==> src/sv/sdfb_pkg.sv <==
// ----------------------------------------------------------------------------
// sdfb_pkg
// Shared types and constants of the scrolling delta frame buffer.
// ----------------------------------------------------------------------------
package sdfb_pkg;

  localparam int KIND_W       = 3;
  localparam int ADDR_FIELD_W = 12;
  localparam int BYTE_W       = 8;
  localparam int COL_W        = 7;
  localparam int ROW_W        = 6;
  localparam int PAN_W        = 10;
  localparam int IMG_W        = 10;
  localparam int MODE_W       = 2;
  localparam int CFG_IDX_W    = 1;
  localparam int CFG_DATA_W   = 10;
  // column plus pan offset
  localparam int XW           = 11;
  localparam int MOD_CNT_W    = 4;

  localparam logic [BYTE_W-1:0] PIX_MASK = 8'h80;

  typedef logic [KIND_W-1:0] kind_t;
  localparam kind_t KIND_CLEAR = 3'd0;
  localparam kind_t KIND_WRITE = 3'd1;
  localparam kind_t KIND_XOR   = 3'd2;
  localparam kind_t KIND_TICK  = 3'd3;
  localparam kind_t KIND_READ  = 3'd4;

  typedef logic [MODE_W-1:0] mode_t;
  localparam mode_t MODE_BOUNCE     = 2'd0;
  localparam mode_t MODE_WRAP_RIGHT = 2'd1;
  localparam mode_t MODE_WRAP_LEFT  = 2'd2;

  typedef logic [CFG_IDX_W-1:0] reg_idx_t;
  localparam reg_idx_t REG_IMAGE_WIDTH = 1'd0;
  localparam reg_idx_t REG_PAN_MODE    = 1'd1;

  typedef struct packed {
    logic load_req;
    logic sweep_start;
    logic sweep_write;
    logic mem_write_item;
    logic xor_write;
    logic pan_tick;
    logic pan_clear;
    logic res_load_now;
    logic mod_step;
    logic addr_calc;
    logic fetch;
    logic res_load_pixel;
  } dp_cmd_t;

  typedef struct packed {
    logic sweep_last;
    logic mod_last;
    logic wrap_mode;
    logic width_zero;
    logic res_free;
  } dp_status_t;

endpackage

==> src/sv/sdfb_ctrl.sv <==
// ----------------------------------------------------------------------------
// sdfb_ctrl
// Request sequencer: store sweep, read-modify-write and pixel read steps.
// ----------------------------------------------------------------------------
module sdfb_ctrl import sdfb_pkg::*; (
  input  logic       clk,
  input  logic       rst,
  input  logic       req_valid,
  input  kind_t      req_kind,
  output logic       req_ready,
  input  dp_status_t status,
  output dp_cmd_t    cmd
);

  typedef enum logic [2:0] {
    S_SWEEP,
    S_IDLE,
    S_XOR_WR,
    S_MOD,
    S_ADDR,
    S_FETCH,
    S_DONE
  } state_t;

  state_t state;
  state_t state_next;
  logic   accept;

  always_comb begin
    cmd        = '0;
    state_next = state;
    req_ready  = (state == S_IDLE) && status.res_free;
    accept     = req_valid && req_ready;
    case (state)
      S_SWEEP: begin
        cmd.sweep_write = 1'b1;
        if (status.sweep_last) begin
          state_next = S_IDLE;
        end
      end
      S_IDLE: begin
        if (accept) begin
          cmd.load_req = 1'b1;
          case (req_kind)
            KIND_CLEAR: begin
              cmd.pan_clear    = 1'b1;
              cmd.res_load_now = 1'b1;
              cmd.sweep_start  = 1'b1;
              state_next       = S_SWEEP;
            end
            KIND_WRITE: begin
              cmd.mem_write_item = 1'b1;
              cmd.res_load_now   = 1'b1;
            end
            KIND_XOR: begin
              cmd.res_load_now = 1'b1;
              state_next       = S_XOR_WR;
            end
            KIND_TICK: begin
              cmd.pan_tick     = 1'b1;
              cmd.res_load_now = 1'b1;
            end
            KIND_READ: begin
              if (status.wrap_mode) begin
                if (status.width_zero) begin
                  cmd.res_load_now = 1'b1;
                end else begin
                  state_next = S_MOD;
                end
              end else begin
                state_next = S_ADDR;
              end
            end
            default: begin
              cmd.res_load_now = 1'b1;
            end
          endcase
        end
      end
      S_XOR_WR: begin
        cmd.xor_write = 1'b1;
        state_next    = S_IDLE;
      end
      S_MOD: begin
        cmd.mod_step = 1'b1;
        if (status.mod_last) begin
          state_next = S_ADDR;
        end
      end
      S_ADDR: begin
        cmd.addr_calc = 1'b1;
        state_next    = S_FETCH;
      end
      S_FETCH: begin
        cmd.fetch  = 1'b1;
        state_next = S_DONE;
      end
      S_DONE: begin
        cmd.res_load_pixel = 1'b1;
        state_next         = S_IDLE;
      end
      default: begin
        state_next = S_IDLE;
      end
    endcase
  end

  always_ff @(posedge clk) begin
    if (rst) begin
      state <= S_SWEEP;
    end else begin
      state <= state_next;
    end
  end

endmodule

==> config.mk <==
export PLATFORM = sky130hd
export DESIGN_NAME = sdfb_ctrl
export DESIGN_NICKNAME = d
export VERILOG_FILES = /design/src/sv/sdfb_pkg.sv /design/src/sv/sdfb_ctrl.sv
export SDC_FILE = /design/constraint.sdc
export NUM_CORES = 1
export LEC_CHECK = 0
export BUFFER_PORTS_ARGS = -buffer_cell sky130_fd_sc_hd__buf_2
export CAP_MARGIN = 40
export CORE_AREA = 2 2 39 41
export DETAILED_ROUTE_END_ITERATION = 7
export DIE_AREA = 0 0 41 43
export GPL_ROUTABILITY_DRIVEN = 0
export PLACE_DENSITY = 0.57
export SKIP_CTS_REPAIR_TIMING = 1
export SLEW_MARGIN = 15
export SYNTH_ARGS = -nofsm -noshare
export SYNTH_HDL_FRONTEND = slang
export SYNTH_SLANG_ARGS = --single-unit
==> constraint.sdc <==
create_clock -name clk -period 1.48 [get_ports clk]
set_input_delay 0.296 -clock clk [delete_from_list [all_inputs] [get_ports clk]]
set_output_delay 0.296 -clock clk [all_outputs]
set_load 0.005 [all_outputs]
==> run_results.csv <==
group,metric,value,unit
run_status,outcome,"finished with violations",
run_status,violations,"setup timing",
logic_synthesis,synth_nets,58,
detailed_routing,drc_errors,0,
detailed_routing,wl_per_cell,10.4,um
finish,register_area,61.3,um2
timing,rsz0062_at_grt,"yes",
clock_tree,cts_buffer_depth,2,
global_route,grt_pass1_vias,331,
timing,slew_viol_final,0,
finish,multi_input_area,264,um2
logic_synthesis,synth_common_cells,"6 x inv_1, 4 x and2_1, 3 x dfxtp_1, 3 x nor2_1, 3 x nor4_1",
finish,layout-drive-gt1-share,50.6,%
job,drv_cap,0,
critical_path,crit_fanout,5,
finish,final_net_count,91,
clock_tree,cts_num_sinks,3,
critical_path,cp-start-kind,"register",
timing,max_slew_margin,84.7,%
power_and_ir_drop,totalPowerFinal,317,uW
placed_design,dpl.cell_count,88,
power_and_ir_drop,p_leak,0.308,nW
detailed_routing,dr.pass1.iters,3,
die,die_x,41,um
clock_tree,clk_pin_slew_worst_paths,0.04,ns
die,die_h,43,um
finish,largest_reg_flops,3,
timing,finalSetupViolCount,5,
critical_path,cp_data_arrival_time,1.28,ns
logic_synthesis,ys_warn_count,0,
detailed_routing,vias,459,
logic_synthesis,synthArstFlopShare,0,%
clock_tree,cts_tree,"yes",
finish,n_antenna_cell,0,
logic_synthesis,synth_seq_area_share,17.6,%
logic_synthesis,syn_inst,47,
timing,clock.fmax,0.633,GHz
detailed_routing,drt_wl_total,992,um
logic_synthesis,synth_edf_count,0,
die,core-area,1380,um2
detailed_routing,drtAntennaViolNets,0,
die,rows,14,
logic_synthesis,synthTopCellsByArea,"dfxtp_1 18%, and2_1 7.4%, inv_1 6.6%",
finish,fillers,152,
global_route,antenna_found_initial,0,
logic_synthesis,netlist_area,340,um2
finish,top_regs,"state (3)",
critical_path,critPathKind,"reg2out",
timing,fin_ws,-0.101,ns
global_route,grt_max_degree,10,
placed_design,portBuffers,23,
clock_tree,root_buffer,"clkbuf_4",
finish,fin_cells,95,
power_and_ir_drop,ir_drop,266,uV
finish,regMostFlops,"state",
logic_synthesis,netlist.area_leader.share,17.6,%
logic_synthesis,ys_ff_latch,3,
logic_synthesis,synth_ff_type,"dfxtp_1",
global_route,grt_usage,12.2,%
timing,hold_viol,0,
clock_tree,numCtsBuffers,3,
die,die_area,1760,um2
logic_synthesis,ys_types,25,
detailed_routing,avgViaCountPerCell,4.83,
timing,worstMarginPinSlew,0.228,ns
finish,area_growth,66.2,%
logic_synthesis,synth_top_area_cell,"dfxtp_1",
critical_path,end_kind,"output pin",
power_and_ir_drop,p_per_area,560,nW/um2
min_path,hold_class,"in2reg",
timing,fin_skew,0.00547,ns
die,io_pins,24,
global_route,grt_overflow_total,0,
placed_design,dp_hpwl,751,um
logic_synthesis,synth.avg_cell_area,7.24,um2
clock_tree,htreeDepth,1,
timing,min_period,1.58,ns
timing,finalCritPeriodShare,107,%
critical_path,crit_required,1.18,ns
detailed_routing,drtIter0Drc,7,
clock_tree,clkLatencyLatePin,0.25,ns
die,start_util,24.6,%
logic_synthesis,yosysMostFrequentCell,"inv_1",
global_route,grt_pass1_wl,1400,um
layout make-up:
type,count,share of cell area [%]
clock buffer,4,4.65
inverter,6,3.98
multi-input combinational,36,46.7
sequential,3,10.8
tap,16,3.54
timing repair buffer,30,30.3
cell usage in the layout, fill, tap and decap left out:
cell	n
nor2b_2	1
a221oi_2	1
nor3_1	2
buf_4	6
a21o_1	1
and4bb_2	1
o31ai_1	1
and2b_1	1
nor4_1	2
nor4_4	1
dfxtp_2	1
a21oi_1	2
buf_6	1
nand4_1	2
nand2_4	1
nor2b_1	1
nor3b_1	2
clkbuf_1	1
nand2_1	1
a211oi_1	1
o2111ai_2	1
and3b_1	1
nand2b_1	1
o21ai_0	2
and2_1	4
inv_1	6
dfxtp_1	2
nor2_1	3
clkbuf_4	3
a31oi_1	2
and3_1	1
buf_2	23
where the power goes:
group          internal, mW  leakage (nW)  switching, mW  total (mW)
combinational        0.0347         0.268         0.0434      0.0781
clock                 0.102        0.0150         0.0521       0.154
sequential           0.0839        0.0250        0.00112      0.0850
total                 0.220         0.308         0.0967       0.317
metal layers:
| layer | vias up | track usage, % | share of wire [%] |
|---|---|---|---|
| li1 | 237 | - | - |
| met1 | 198 | 13.7 | 40 |
| met2 | 22 | 16.9 | 48 |
| met3 | 2 | 6.81 | 11 |
| met4 | 0 | 8.00 | 1.3 |
| met5 | - | 0 | 0 |
cells by family (layout without fill, tap and decap cells):
family	Yosys count	after routing	synth area share, %
DFF	3	3	17.6
and+or+nand+nor	25	25	45.2
AOI/OAI and AO/OA	11	11	25.0
buffers and inverters	8	40	12.1
through the flow:
step,setup slack [ns],cell area (um2),hold slack [ns],utilization (%),setup TNS (ns)
after detailed placement,0.118,493,0.546,35.6,0
after global placement,0.144,493,0.548,35.6,0
after floorplan,-0.0556,347,0.399,-,-0.0556
final,-0.101,566,0.293,40.9,-0.382
after global routing,-0.159,566,0.300,40.9,-0.825
after CTS,-0.154,519,0.296,37.5,-0.679
path summary, 6_finish.rpt:
path	from	end	slack, ns	cells after the start
hold / removal	rst	state[1]$_SDFFE_PP0P_	0.29	2
hold reg to reg	state[0]$_SDFFE_PP0P_	state[2]$_SDFFE_PP0P_	0.62	3
setup / recovery	state[1]$_SDFFE_PP0P_	cmd[8]	-0.10	4
setup reg to reg	state[1]$_SDFFE_PP0P_	state[2]$_SDFFE_PP0P_	0.21	4
critical path: stages (launching register included):
cell and delay [ns]:
dfxtp_1 0.31, and4bb_2 0.34, nand2_4 0.08, nor4_1 0.16, buf_2 0.15
Note: power is estimated with default switching activity, not from simulation.
